**config.mk**
```make
export PLATFORM = sky130hd
export DESIGN_NAME = sliding_window_average_top
export DESIGN_NICKNAME = d
export VERILOG_FILES = /design/src/swa_pkg.sv /design/src/swa_div.sv /design/src/swa_ctrl.sv /design/src/swa_dp.sv /design/src/sliding_window_average_top.sv
export VERILOG_INCLUDE_DIRS = /design/src /design/src/src
export SDC_FILE = /design/constraint.sdc
export NUM_CORES = 1
export LEC_CHECK = 0
export ABC_CLOCK_PERIOD_IN_PS = 5900
export BUFFER_PORTS_ARGS = -buffer_cell sky130_fd_sc_hd__buf_4
export CAP_MARGIN = 20
export CORE_MARGIN = 2
export CORE_UTILIZATION = 45
export CTS_CLUSTER_SIZE = 24
export DETAILED_ROUTE_END_ITERATION = 8
export REMOVE_ABC_BUFFERS = 1
export SLEW_MARGIN = 20
export SYNTH_ARGS = -nofsm -noshare
export SYNTH_HDL_FRONTEND = slang
export SYNTH_SLANG_ARGS = --single-unit
```
**constraint.sdc**
```tcl
create_clock -name i_clk -period 5.9 [get_ports i_clk]
set_input_delay 1.77 -clock i_clk [delete_from_list [all_inputs] [get_ports i_clk]]
set_output_delay 1.77 -clock i_clk [all_outputs]
set_load 0.03 [all_outputs]
```
**src/sliding_window_average_top_defines.svh**
```systemverilog
// ----------------------------------------------------------------------------
// Sliding window average - assertion macros
// Shared concurrent assertion forms, clocked on the rising edge with an
// active-low reset disable.
// ----------------------------------------------------------------------------
`ifndef SLIDING_WINDOW_AVERAGE_TOP_DEFINES_SVH
`define SLIDING_WINDOW_AVERAGE_TOP_DEFINES_SVH

// same-cycle implication
`define SWA_ASSERT_IMP(lbl, clk, rst_n, ante, cons, msg) \
    lbl: assert property (@(posedge clk) disable iff (!rst_n) (ante) |-> (cons)) \
        else $error(msg);

// next-cycle implication
`define SWA_ASSERT_NXT(lbl, clk, rst_n, ante, cons, msg) \
    lbl: assert property (@(posedge clk) disable iff (!rst_n) (ante) |=> (cons)) \
        else $error(msg);

`endif

```
**src/swa_pkg.sv**
```systemverilog
// ----------------------------------------------------------------------------
// swa_pkg - sliding window average shared definitions
// Field widths, fixed constants and the controller/datapath interface types.
// ----------------------------------------------------------------------------
package swa_pkg;

    localparam int SAMPLE_W    = 32;                 // Q24.8 sample and mean
    localparam int WIN_W       = 5;                  // window length / count
    localparam int WIN_RESET   = 16;
    localparam int WIN_MAX_CODE = (1 << WIN_W) - 1;
    localparam int SUM_W       = SAMPLE_W + WIN_W;   // exact sum of up to 31 samples
    localparam int DIV_CNT_W   = $clog2(SUM_W + 1);
    localparam int OUT_DATA_W  = ((SAMPLE_W + WIN_W + 7) / 8) * 8;

    typedef struct packed {
        logic accept;     // input transaction taken
        logic update;     // ring write, sum and count update
        logic div_start;  // load divider from the running sum
        logic out_load;   // move quotient into the output register
    } t_cmd;

    typedef struct packed {
        logic div_busy;
        logic out_free;   // output register empty or being drained
    } t_status;

endpackage

```
**src/swa_div.sv**
```systemverilog
// ----------------------------------------------------------------------------
// swa_div - signed by unsigned restoring divider
// One quotient bit per cycle over the magnitude of the sum; the sign is
// applied afterwards so the quotient truncates toward zero.
// ----------------------------------------------------------------------------
module swa_div
    import swa_pkg::*;
(
    input  logic                       i_clk,
    input  logic                       i_rst_n,
    input  logic                       i_start,
    input  logic signed [SUM_W-1:0]    i_dividend,
    input  logic        [WIN_W-1:0]    i_divisor,
    output logic                       o_busy,
    output logic signed [SAMPLE_W-1:0] o_quotient
);

    logic                 r_busy;
    logic [DIV_CNT_W-1:0] r_cnt;
    logic [SUM_W-1:0]     r_q;
    logic [WIN_W-1:0]     r_rem;
    logic [WIN_W-1:0]     r_div;
    logic                 r_neg;

    logic [WIN_W:0]       trial;
    logic                 ge;
    logic [WIN_W:0]       rem_sub;
    logic [SUM_W-1:0]     q_signed;

    assign trial   = {r_rem, r_q[SUM_W-1]};
    assign ge      = trial >= {1'b0, r_div};
    assign rem_sub = trial - {1'b0, r_div};

    always_ff @(posedge i_clk) begin
        if (!i_rst_n) begin
            r_busy <= 1'b0;
            r_cnt  <= '0;
        end else if (i_start) begin
            r_busy <= 1'b1;
            r_cnt  <= DIV_CNT_W'(SUM_W);
        end else if (r_busy) begin
            r_cnt <= r_cnt - DIV_CNT_W'(1);
            if (r_cnt == DIV_CNT_W'(1)) begin
                r_busy <= 1'b0;
            end
        end
    end

    always_ff @(posedge i_clk) begin
        if (i_start) begin
            r_neg <= i_dividend[SUM_W-1];
            r_q   <= i_dividend[SUM_W-1] ? (~i_dividend + SUM_W'(1)) : i_dividend;
            r_rem <= '0;
            r_div <= i_divisor;
        end else if (r_busy) begin
            r_rem <= ge ? rem_sub[WIN_W-1:0] : trial[WIN_W-1:0];
            r_q   <= {r_q[SUM_W-2:0], ge};
        end
    end

    assign q_signed   = r_neg ? (~r_q + SUM_W'(1)) : r_q;
    assign o_quotient = q_signed[SAMPLE_W-1:0];
    assign o_busy     = r_busy;

endmodule

```
**src/swa_ctrl.sv**
```systemverilog
// ----------------------------------------------------------------------------
// swa_ctrl - sliding window average controller
// Sequences one item at a time: take, update window, divide, hand off.
// ----------------------------------------------------------------------------
module swa_ctrl
    import swa_pkg::*;
(
    input  logic    i_clk,
    input  logic    i_rst_n,
    input  logic    i_in_valid,
    output logic    o_in_ready,
    input  t_status i_status,
    output t_cmd    o_cmd
);

    typedef enum logic [3:0] {
        ST_IDLE   = 4'b0001,
        ST_UPDATE = 4'b0010,
        ST_DIV    = 4'b0100,
        ST_DONE   = 4'b1000
    } t_state;

    t_state r_state;
    t_state n_state;

    always_comb begin
        n_state         = r_state;
        o_cmd           = '0;
        o_in_ready      = 1'b0;
        case (r_state)
            ST_IDLE: begin
                o_in_ready = 1'b1;
                if (i_in_valid) begin
                    o_cmd.accept = 1'b1;
                    n_state      = ST_UPDATE;
                end
            end
            ST_UPDATE: begin
                // the divider starts in the cycle after the update
                o_cmd.update    = 1'b1;
                o_cmd.div_start = 1'b1;
                n_state         = ST_DIV;
            end
            ST_DIV: begin
                // first cycle here loads the divider from the updated sum
                if (!i_status.div_busy) begin
                    if (i_status.out_free) begin
                        o_cmd.out_load = 1'b1;
                        n_state        = ST_IDLE;
                    end else begin
                        n_state = ST_DONE;
                    end
                end
            end
            ST_DONE: begin
                if (i_status.out_free) begin
                    o_cmd.out_load = 1'b1;
                    n_state        = ST_IDLE;
                end
            end
            default: begin
                n_state = ST_IDLE;
            end
        endcase
    end

    always_ff @(posedge i_clk) begin
        if (!i_rst_n) begin
            r_state <= ST_IDLE;
        end else begin
            r_state <= n_state;
        end
    end

endmodule

```
**src/swa_dp.sv**
```systemverilog
// ----------------------------------------------------------------------------
// swa_dp - sliding window average datapath
// Window register, sample ring, running sum and count, divider and the
// output register.
// ----------------------------------------------------------------------------
module swa_dp
    import swa_pkg::*;
#(
    parameter int MAX_WINDOW = 16
) (
    input  logic                       i_clk,
    input  logic                       i_rst_n,
    input  logic                       i_cfg_we,
    input  logic [WIN_W-1:0]           i_cfg_wdata,
    input  logic signed [SAMPLE_W-1:0] i_sample,
    input  t_cmd                       i_cmd,
    output t_status                    o_status,
    input  logic                       i_out_ready,
    output logic                       o_out_valid,
    output logic signed [SAMPLE_W-1:0] o_mean,
    output logic [WIN_W-1:0]           o_held
);

    localparam int SLOT_W    = $clog2(MAX_WINDOW);
    localparam int CMP_W     = (SLOT_W + 1 > WIN_W) ? SLOT_W + 1 : WIN_W;
    localparam int WIN_LIMIT = (MAX_WINDOW > WIN_MAX_CODE) ? WIN_MAX_CODE : MAX_WINDOW;
    localparam logic [WIN_W-1:0] WIN_LIMIT_V = WIN_W'(WIN_LIMIT);
    localparam logic [WIN_W-1:0] WIN_RESET_V =
        (WIN_LIMIT < WIN_RESET) ? WIN_W'(WIN_LIMIT) : WIN_W'(WIN_RESET);

    logic signed [SAMPLE_W-1:0] r_ring [MAX_WINDOW];

    logic [WIN_W-1:0]           r_window;
    logic [WIN_W-1:0]           n_window;
    logic [SLOT_W-1:0]          r_slot;
    logic [SLOT_W-1:0]          n_slot;
    logic [WIN_W-1:0]           r_held;
    logic [WIN_W-1:0]           n_held;
    logic signed [SUM_W-1:0]    r_sum;
    logic signed [SUM_W-1:0]    n_sum;
    logic signed [SAMPLE_W-1:0] r_sample;
    logic signed [SAMPLE_W-1:0] r_old;
    logic                       r_div_go;
    logic                       r_out_valid;
    logic signed [SAMPLE_W-1:0] r_mean;
    logic [WIN_W-1:0]           r_out_held;

    logic                       full;
    logic [CMP_W-1:0]           slot_inc;
    logic                       div_busy;
    logic signed [SAMPLE_W-1:0] quotient;

    // clamp the written window length to 1..limit
    always_comb begin
        if (i_cfg_wdata == '0) begin
            n_window = WIN_W'(1);
        end else if (i_cfg_wdata > WIN_LIMIT_V) begin
            n_window = WIN_LIMIT_V;
        end else begin
            n_window = i_cfg_wdata;
        end
    end

    assign full     = r_held >= r_window;
    assign slot_inc = {{(CMP_W - SLOT_W){1'b0}}, r_slot} + CMP_W'(1);

    always_comb begin
        n_held = full ? r_window : r_held + WIN_W'(1);
        n_sum  = r_sum + SUM_W'(r_sample) - (full ? SUM_W'(r_old) : SUM_W'(0));
        if (slot_inc >= CMP_W'(r_window)) begin
            n_slot = '0;
        end else begin
            n_slot = slot_inc[SLOT_W-1:0];
        end
    end

    // sample ring: oldest entry read on accept, new sample written on update
    always_ff @(posedge i_clk) begin
        if (i_cmd.accept) begin
            r_old    <= r_ring[r_slot];
            r_sample <= i_sample;
        end
        if (i_cmd.update) begin
            r_ring[r_slot] <= r_sample;
        end
    end

    always_ff @(posedge i_clk) begin
        if (!i_rst_n) begin
            r_window <= WIN_RESET_V;
            r_slot   <= '0;
            r_held   <= '0;
            r_sum    <= '0;
            r_div_go <= 1'b0;
        end else begin
            r_div_go <= i_cmd.div_start;
            if (i_cfg_we) begin
                r_window <= n_window;
                r_slot   <= '0;
                r_held   <= '0;
                r_sum    <= '0;
            end else if (i_cmd.update) begin
                r_slot <= n_slot;
                r_held <= n_held;
                r_sum  <= n_sum;
            end
        end
    end

    swa_div u_div (
        .i_clk      (i_clk),
        .i_rst_n    (i_rst_n),
        .i_start    (r_div_go),
        .i_dividend (r_sum),
        .i_divisor  (r_held),
        .o_busy     (div_busy),
        .o_quotient (quotient)
    );

    always_ff @(posedge i_clk) begin
        if (!i_rst_n) begin
            r_out_valid <= 1'b0;
        end else if (i_cmd.out_load) begin
            r_out_valid <= 1'b1;
        end else if (i_out_ready) begin
            r_out_valid <= 1'b0;
        end
    end

    always_ff @(posedge i_clk) begin
        if (i_cmd.out_load) begin
            r_mean     <= quotient;
            r_out_held <= r_held;
        end
    end

    // divider reads busy in the cycle after start, so cover the start cycle too
    assign o_status.div_busy = div_busy || r_div_go;
    assign o_status.out_free = !r_out_valid || i_out_ready;
    assign o_out_valid       = r_out_valid;
    assign o_mean            = r_mean;
    assign o_held            = r_out_held;

endmodule

```
**src/sliding_window_average_top.sv**
```systemverilog
// An input transaction is taken, the window is updated, the divider runs, and the
// quotient is moved into the output register; no new item is taken before that.
// The bit-serial divider makes one quotient bit per cycle over the 37-bit running sum.
// A finished result waits in the output register while the next item is taken.
// Reset (synchronous, active low) sets the window length to 16 (or MAX_WINDOW if
// lower) and empties the window; the sample ring itself is not cleared.
// ----------------------------------------------------------------------------
// sliding_window_average_top - moving average over signed Q24.8 samples
// Ring of the newest samples, exact running sum and truncating mean.
// ----------------------------------------------------------------------------
`include "sliding_window_average_top_defines.svh"

module sliding_window_average_top
    import swa_pkg::*;
#(
    parameter int MAX_WINDOW = 16
) (
    input  logic                  i_clk,
    input  logic                  i_rst_n,
    input  logic                  i_cfg_we,
    input  logic [WIN_W-1:0]      i_cfg_wdata,     // window_length
    input  logic                  s_axis_tvalid,
    output logic                  s_axis_tready,
    input  logic [SAMPLE_W-1:0]   s_axis_tdata,    // [31:0] sample
    output logic                  m_axis_tvalid,
    input  logic                  m_axis_tready,
    output logic [OUT_DATA_W-1:0] m_axis_tdata     // [31:0] mean, [36:32] samples_held
);

    t_cmd                       cmd;
    t_status                    status;
    logic signed [SAMPLE_W-1:0] mean;
    logic [WIN_W-1:0]           held;

    swa_ctrl u_ctrl (
        .i_clk      (i_clk),
        .i_rst_n    (i_rst_n),
        .i_in_valid (s_axis_tvalid),
        .o_in_ready (s_axis_tready),
        .i_status   (status),
        .o_cmd      (cmd)
    );

    swa_dp #(
        .MAX_WINDOW (MAX_WINDOW)
    ) u_dp (
        .i_clk       (i_clk),
        .i_rst_n     (i_rst_n),
        .i_cfg_we    (i_cfg_we),
        .i_cfg_wdata (i_cfg_wdata),
        .i_sample    (s_axis_tdata),
        .i_cmd       (cmd),
        .o_status    (status),
        .i_out_ready (m_axis_tready),
        .o_out_valid (m_axis_tvalid),
        .o_mean      (mean),
        .o_held      (held)
    );

    assign m_axis_tdata = {{(OUT_DATA_W - SAMPLE_W - WIN_W){1'b0}}, held, mean};

    `SWA_ASSERT_NXT(a_one_item, i_clk, i_rst_n, s_axis_tvalid && s_axis_tready, !s_axis_tready, "input taken while an item is in flight")
    `SWA_ASSERT_IMP(a_out_load_free, i_clk, i_rst_n, cmd.out_load, !m_axis_tvalid || m_axis_tready, "result overwrote a pending output")
    `SWA_ASSERT_NXT(a_div_started, i_clk, i_rst_n, cmd.update, status.div_busy, "divider not busy after window update")
    `SWA_ASSERT_IMP(a_held_nonzero, i_clk, i_rst_n, m_axis_tvalid, m_axis_tdata[36:32] != 5'd0, "result with zero samples held")

endmodule

```
==> metrics.txt, run 1 <==
Tcrit/Tclk final 92.3%; number of synthesized flops with an enable pin 656; Fin Clk Skew 0.0256 ns; drt wl/cell about 23 um; row cnt between 90 and 100; Area Overhead vs Synth 13.8%; final hold violation count 0; switching share of power between 20% and 30%; Pwr Total 0.0123 W; Leak Pwr around 12 nW; Ys Warns 0; Req. time, crit path 6.44 ns; Avg Inst Size Synth roughly 16 sq um; Placer Congestion approximately 0.86; Max VDD drop 0.218 mV; DRC errors left 0; Final setup viols 0; largest net degree at the start of global routing just over 90; Max Clk Rate around 0.18 GHz; clock buffer count from CTS 77; Clk pin slew, worst setup/hold paths around 0.060 ns; outcome completed; Initial Utilization a little under half; final slew viol count 0; Worst Setup Start Kind register; vias in the first global route 17.4k; Worst Setup End Kind register; Pre-Repair DR Iteration Count 7; Post-CTS Hold Fix Bufs 0; #FFs+latches synth 725; pre-CTS setup slack ~0.48 ns; H-tree lvl count 3; CTS tree done; number of port buffers 80; HPWL after detailed placement 44,400 um; Synth Flop Type edfxtp_1; Die X 270 um; Synth async-reset ratio 0%; Max Cap Viol 0; setup ws final 0.454 ns; DRT antenna net count 0; global route overflow 0; Post-Syn Area about 32,000 sq um; crit path DAT ~6 ns; register area share after synthesis 66.1%; Vias/cell about 5.5; HP Class reg2reg; Gate Count Post-Synth 2,018; # resized after CTS 0; Final Routed Wirelength 72,800 um; Final nets approximately 2.3k; Switch Pwr a little over 0.003 W; Cell variety after synth between 60 and 70; Die H approximately 270 um; internal power around 0.009 W; # Post-CTS Setup Buffers 0; vias ~17k; maximum root-to-sink buffer count 3; combinational share of power about an eighth; RSZ-0062 raised after global routing no; root buf cell clkbuf_16; first-pass GRT wire length between 100,000 and 150,000 um; Clock Sink Count 725; layout cell share with drive strength beyond 1 between 20 and 25%; pwr dens around 340 nW/um^2; DR iter-0 viols roughly 1.6k; io pins 84; Slew headroom 24.6%; Crit Path Class reg2reg; global-route usage over all layers 20.1%; Clk pwr share between 30% and 40%; # diodes 0; time the worst path needs with I/O delays and setup about 5.4 ns; Flop pwr share approximately half; initial antenna violation count 1; largest fanout on the critical path 23; core area approximately 70,000 sq um; slew at the pin closest to its max-slew limit 1.13 ns; Die Area 73,100 sq um; clock latency at the later pin of the worst-skew pair around 0.63 ns
==> synthesized netlist by cell type (19+ instances only) <==
cell type,instances,area share [%]
a21o_1,19,0.45
a21oi_1,100,1.6
and2_1,40,0.78
buf_1,19,0.22
clkbuf_1,70,0.82
dfxtp_1,69,4.3
edfxtp_1,656,62
fa_1,37,2.3
ha_1,62,2.4
inv_1,167,2.0
mux4_2,160,11
nand2_1,113,1.3
nand3_1,29,0.45
nor2_1,77,0.91
o21ai_0,54,0.85
o31ai_1,24,0.56
xnor2_1,87,2.4
==> sequential cells by signal, summed over array words and instances, names as in the netlist <==
name,flops
u_dp.r_window,5
u_dp.o_held,5
u_dp.u_div.r_rem,5
u_dp.r_sample,32
u_dp.r_ring,512
u_dp.r_sum,37
u_dp.u_div.r_div,5
u_dp.u_div.r_cnt,6
u_dp.u_div.r_q,37
u_dp.o_out_valid,1
u_ctrl.r_state,4
u_dp.r_old,32
u_dp.u_div.o_busy,1
u_dp.u_div.r_neg,1
u_dp.r_slot,4
u_dp.r_held,5
u_dp.r_div_go,1
u_dp.o_mean,32
==> through the flow <==
stage | TNS [ns] | hold WS (ns) | instance area [sq um] | std cells | utilization [%]
2_1_floorplan | -948.63 | 0.432 | 31600 | 1927 | -
3_3_place_gp | 0 | 0.439 | 33700 | 2981 | 48.1
3_5_place_dp | 0 | 0.445 | 33700 | 2981 | 48.1
4_1_cts | 0 | 0.452 | 36300 | 3121 | 51.7
5_1_grt | 0 | 0.475 | 36300 | 3122 | 51.8
6_report | 0 | 0.453 | 36300 | 3122 | 51.8
==> power groups by stage <==
stage	logic, W	registers, W	clock network, W
after floorplan	0.00105	0.00612	0
after global placement	0.00144	0.00616	0
after detailed placement	0.00144	0.00617	0
after CTS	0.00145	0.00607	0.00493
after global routing	0.00161	0.00610	0.00513
final	0.00144	0.00607	0.00481
==> worst max-delay path: stages (launching register included) <==
cell	delay, ns
dfxtp_1	0.44
inv_1	0.07
ha_1	0.28
nand2b_1	0.14
a21o_1	0.17
a21o_1	0.17
a21o_1	0.16
a21o_1	0.44
buf_4	0.33
and2_1	0.19
fa_1	0.48
inv_1	0.04
ha_1	0.41
nand3_1	0.14
o211ai_1	0.21
a21oi_1	0.10
or2_2	0.29
nor3b_1	0.18
o31ai_1	0.43
a221oi_1	0.17
or3_1	0.38
a21oi_1	0.15
==> area by class of cell <==
type / count / area [sq um]
fill: 5789 / 33800
sequential: 725 / 21100
multi-input combinational: 1035 / 9960
clock buffer: 88 / 2010
tap: 940 / 1180
timing repair buffer: 115 / 896
inverter: 167 / 627
clock inverter: 52 / 536
==> per-layer routing <==
layer  wire (um)  up-vias  share of wire [%]  track usage (%)
met5           0        -                  0                0
met4        1840        0                2.5             6.73
met3        3770       72                5.2             3.23
met2       35400      457                 49             33.1
met1       31700     8880                 44             27.4
li1            -     7871                  -                -
==> final timing paths <==
path	start	to	slack, ns	cells past startpoint
max	u_dp.r_held[0]	u_dp.r_sum[36]	0.45	21
min	u_dp.r_sum[22]	u_dp.r_sum[22]	0.45	2
max reg2reg	u_dp.r_held[0]	u_dp.r_sum[36]	0.45	21
min reg2reg	u_dp.r_sum[22]	u_dp.r_sum[22]	0.45	2
==> kinds of logic after synthesis <==
| family | after synthesis | synth area share [%] |
|---|---|---|
| AOI/OAI and AO/OA | 269 | 5.23 |
| muxes | 183 | 12.1 |
| other | 1 | 0.0118 |
| DFF | 725 | 66.1 |
| buffers and inverters | 260 | 3.12 |
| xor gates and xnor gates | 98 | 2.69 |
| adders and majority gates | 99 | 4.75 |
| and+or+nand+nor | 383 | 6.07 |
==> cells in the final DEF (no fill, tap or decap), drive strengths merged, types with 4 or more instances in the layout <==
cell / count
fa: 37
o21a: 9
bufinv: 8
nand2: 113
and2: 40
buf: 115
a31oi: 6
a21oi: 100
and3: 11
nand4: 17
nor3: 18
nor2b: 16
o41ai: 8
a211oi: 11
edfxtp: 656
xor2: 11
or3: 10
a21o: 19
clkbuf: 88
dfxtp: 69
o31ai: 24
nor4: 4
ha: 62
mux2i: 8
clkinv: 39
o21ai: 54
nand2b: 16
nand3: 29
or4: 17
nor3b: 4
nor2: 77
mux4: 160
a21boi: 6
o211ai: 5
inv: 170
mux2: 15
xnor2: 87
Note: power is estimated with default switching activity, not from simulation.
==> run 2, diff against run 1 <==
--- a/config.mk
+++ b/config.mk
@@ -6,7 +6,7 @@
 export SDC_FILE = /design/constraint.sdc
 export NUM_CORES = 1
 export LEC_CHECK = 0
-export ABC_CLOCK_PERIOD_IN_PS = 5900
+export ABC_CLOCK_PERIOD_IN_PS = 6090
 export BUFFER_PORTS_ARGS = -buffer_cell sky130_fd_sc_hd__buf_4
 export CAP_MARGIN = 20
 export CORE_MARGIN = 2
==> constraint.sdc (replaced) <==
create_clock -name i_clk -period 6.09 [get_ports i_clk]
set_input_delay 1.827 -clock i_clk [delete_from_list [all_inputs] [get_ports i_clk]]
set_output_delay 1.827 -clock i_clk [all_outputs]
set_load 0.03 [all_outputs]
==> metrics.txt, run 2 (synthesis results as in run 1) <==
RR Endpoint u_dp.r_sum[34]; row cnt a little under 100; R2R Path Start u_dp.r_held[0]; placed cell count slightly below 3k; Clock Sink Count around 730; Pre-Repair DR Iteration Count 5; largest fanout on the critical path 23; slew at the pin closest to its max-slew limit 0.963 ns; RSZ-0062 raised after global routing no; CP max-delay cell or4_1; Initial Utilization 45.5%; clock latency at the later pin of the worst-skew pair roughly 0.64 ns; core area 70,100 sq um; Critical Path Sink u_dp.r_sum[34]; max incr delay on CP slightly below 0.5 ns; HPWL after detailed placement about 44,000 um; number of port buffers 80; Area Overhead vs Synth 14.2%; Max VDD drop approximately 0.21 mV; layout cell share with drive strength beyond 1 20.4%; Slew headroom approximately 36%; fin area around 36,000 sq um; critical path, cell by cell inv_1 > ha_1 > nand2b_1 > a21o_1 > a21o_1 > a21o_1 > a21o_1 > buf_4 > and2_1 > fa_1 > inv_1 > ha_1 > nand3_1 > nor2_1 > nand3_1 > a211oi_1 > nor3b_1 > o21ba_2 > or4_1 > nor3b_1 > o31ai_1; Bufs and invs on worst path 3; Final Non-Filler Cells around 3.1k; Final Util 51.9%; drt wl/cell roughly 23 um; Die X approximately 270 um; first-pass GRT wire length roughly 110,000 um; DR iter-0 viols roughly 1.6k; post-placement cell area between 30,000 and 40,000 sq um; DRC errors left 0; # Post-CTS Setup Buffers 0; Final nets about 2.3k; Clk pin slew, worst setup/hold paths around 0.060 ns; vias in the first global route around 18k; final hold violation count 0; CP top delay family compound AO/OA/AOI/OAI gates; final slew viol count 0; Final Routed Wirelength 73,000 um; Reg2Reg Depth 21; Max Cap Viol 0; commonest non-fill, non-tap cell in the layout edfxtp_1; pwr dens roughly 340 nW/um^2; Die H between 200 and 300 um; commonest cells after routing, fill and taps aside edfxtp_1 (656), inv_1 (167), mux4_2 (160), nand2_1 (113), buf_4 (112); HP Class reg2reg; global route overflow 0; max FFs per register between 500 and 600; CP dominant cell by count a21o_1; global-route usage over all layers ~20%; Max Clk Rate 0.182 GHz; crit path launch u_dp.r_held[0]; maximum root-to-sink buffer count 3; most flop-heavy register u_dp.r_ring; Worst Setup Start Kind register; DRT antenna net count 0; outcome completed; CTS tree done; vias approximately 17k; H-tree lvl count 3; Crit Path Class reg2reg; largest net degree at the start of global routing 92; Post-CTS Hold Fix Bufs 0; Leak Pwr approximately 12 nW; crit path DAT between 6 and 7 ns; Placer Congestion 0.876; fill count about 5.8k; # diodes 0; Worst Setup End Kind register; Hold Path Origin u_dp.r_sum[16]; time the worst path needs with I/O delays and setup 5.49 ns; io pins 84; Tcrit/Tclk final between 90% and 100%; root buf cell clkbuf_16; Final setup viols 0; Req. time, crit path around 6.6 ns; Die Area approximately 73,000 sq um; clock buffer count from CTS 80; initial antenna violation count 0; Vias/cell roughly 5.6; Worst path depth 21; worst reg2reg setup slack about 0.60 ns; Fin Clk Skew approximately 0.032 ns; largest registers u_dp.r_ring (512), u_dp.r_sum (37), u_dp.u_div.r_q (37)
-- run 2: layout make-up --
class / instances / area, sq um / share of cell area [%]
well taps: 940 / 1180 / 3.23
flip-flops and latches: 725 / 21100 / 57.9
multi-input cells: 1035 / 9970 / 27.4
repair buffers: 113 / 861 / 2.36
inverters: 167 / 627 / 1.72
clock buffers: 95 / 2110 / 5.79
clock inverters: 49 / 594 / 1.63
-- run 2: timing repair --
| item | in CTS | in global routing |
|---|---|---|
| endpoints found under the hold margin | 0 | 0 |
| endpoints found under the setup margin | 0 | 1 |
| resized for setup | 0 | 1 |
-- run 2: how the worst min path moves through the flow --
stage / to / slack, ns / cells past startpoint
floorplan: u_dp.r_sum[16] / 0.43 / 2
detailed placement: u_dp.r_sum[16] / 0.45 / 2
CTS: u_dp.r_sum[16] / 0.46 / 2
global placement: u_dp.r_sum[22] / 0.44 / 2
global route: u_dp.r_sum[22] / 0.48 / 2
finish: u_dp.r_sum[16] / 0.45 / 2
-- run 2: power breakdown --
part           internal, W  switching (W)
clock network      0.00292        0.00200
logic             0.000567       0.000839
registers          0.00568       0.000200
total              0.00917        0.00304
-- run 2: metal layers --
metal	up-vias	GRT usage (%)	wire (um)
met5	-	0	0
met4	0	5.73	1550
met3	85	2.77	3520
met2	457	33.3	35500
met1	9000	28.3	32400
li1	7876	-	-
-- run 2: metrics by stage --
step	power, W	worst slack (ns)	setup TNS [ns]	hold slack, ns
finish	0.0122	0.596	0	0.454
floorplan	0.00694	-2.79	-844.51	0.432
detailed placement	0.00739	0.556	0	0.450
global route	0.0127	0.0651	0	0.475
global placement	0.00737	0.630	0	0.438
CTS	0.0123	0.524	0	0.456
-- run 2: worst min-delay path: stages, from the launching register on --
cell,delay [ns]
dfxtp_1,0.30
nand2_1,0.05
a21oi_1,0.05
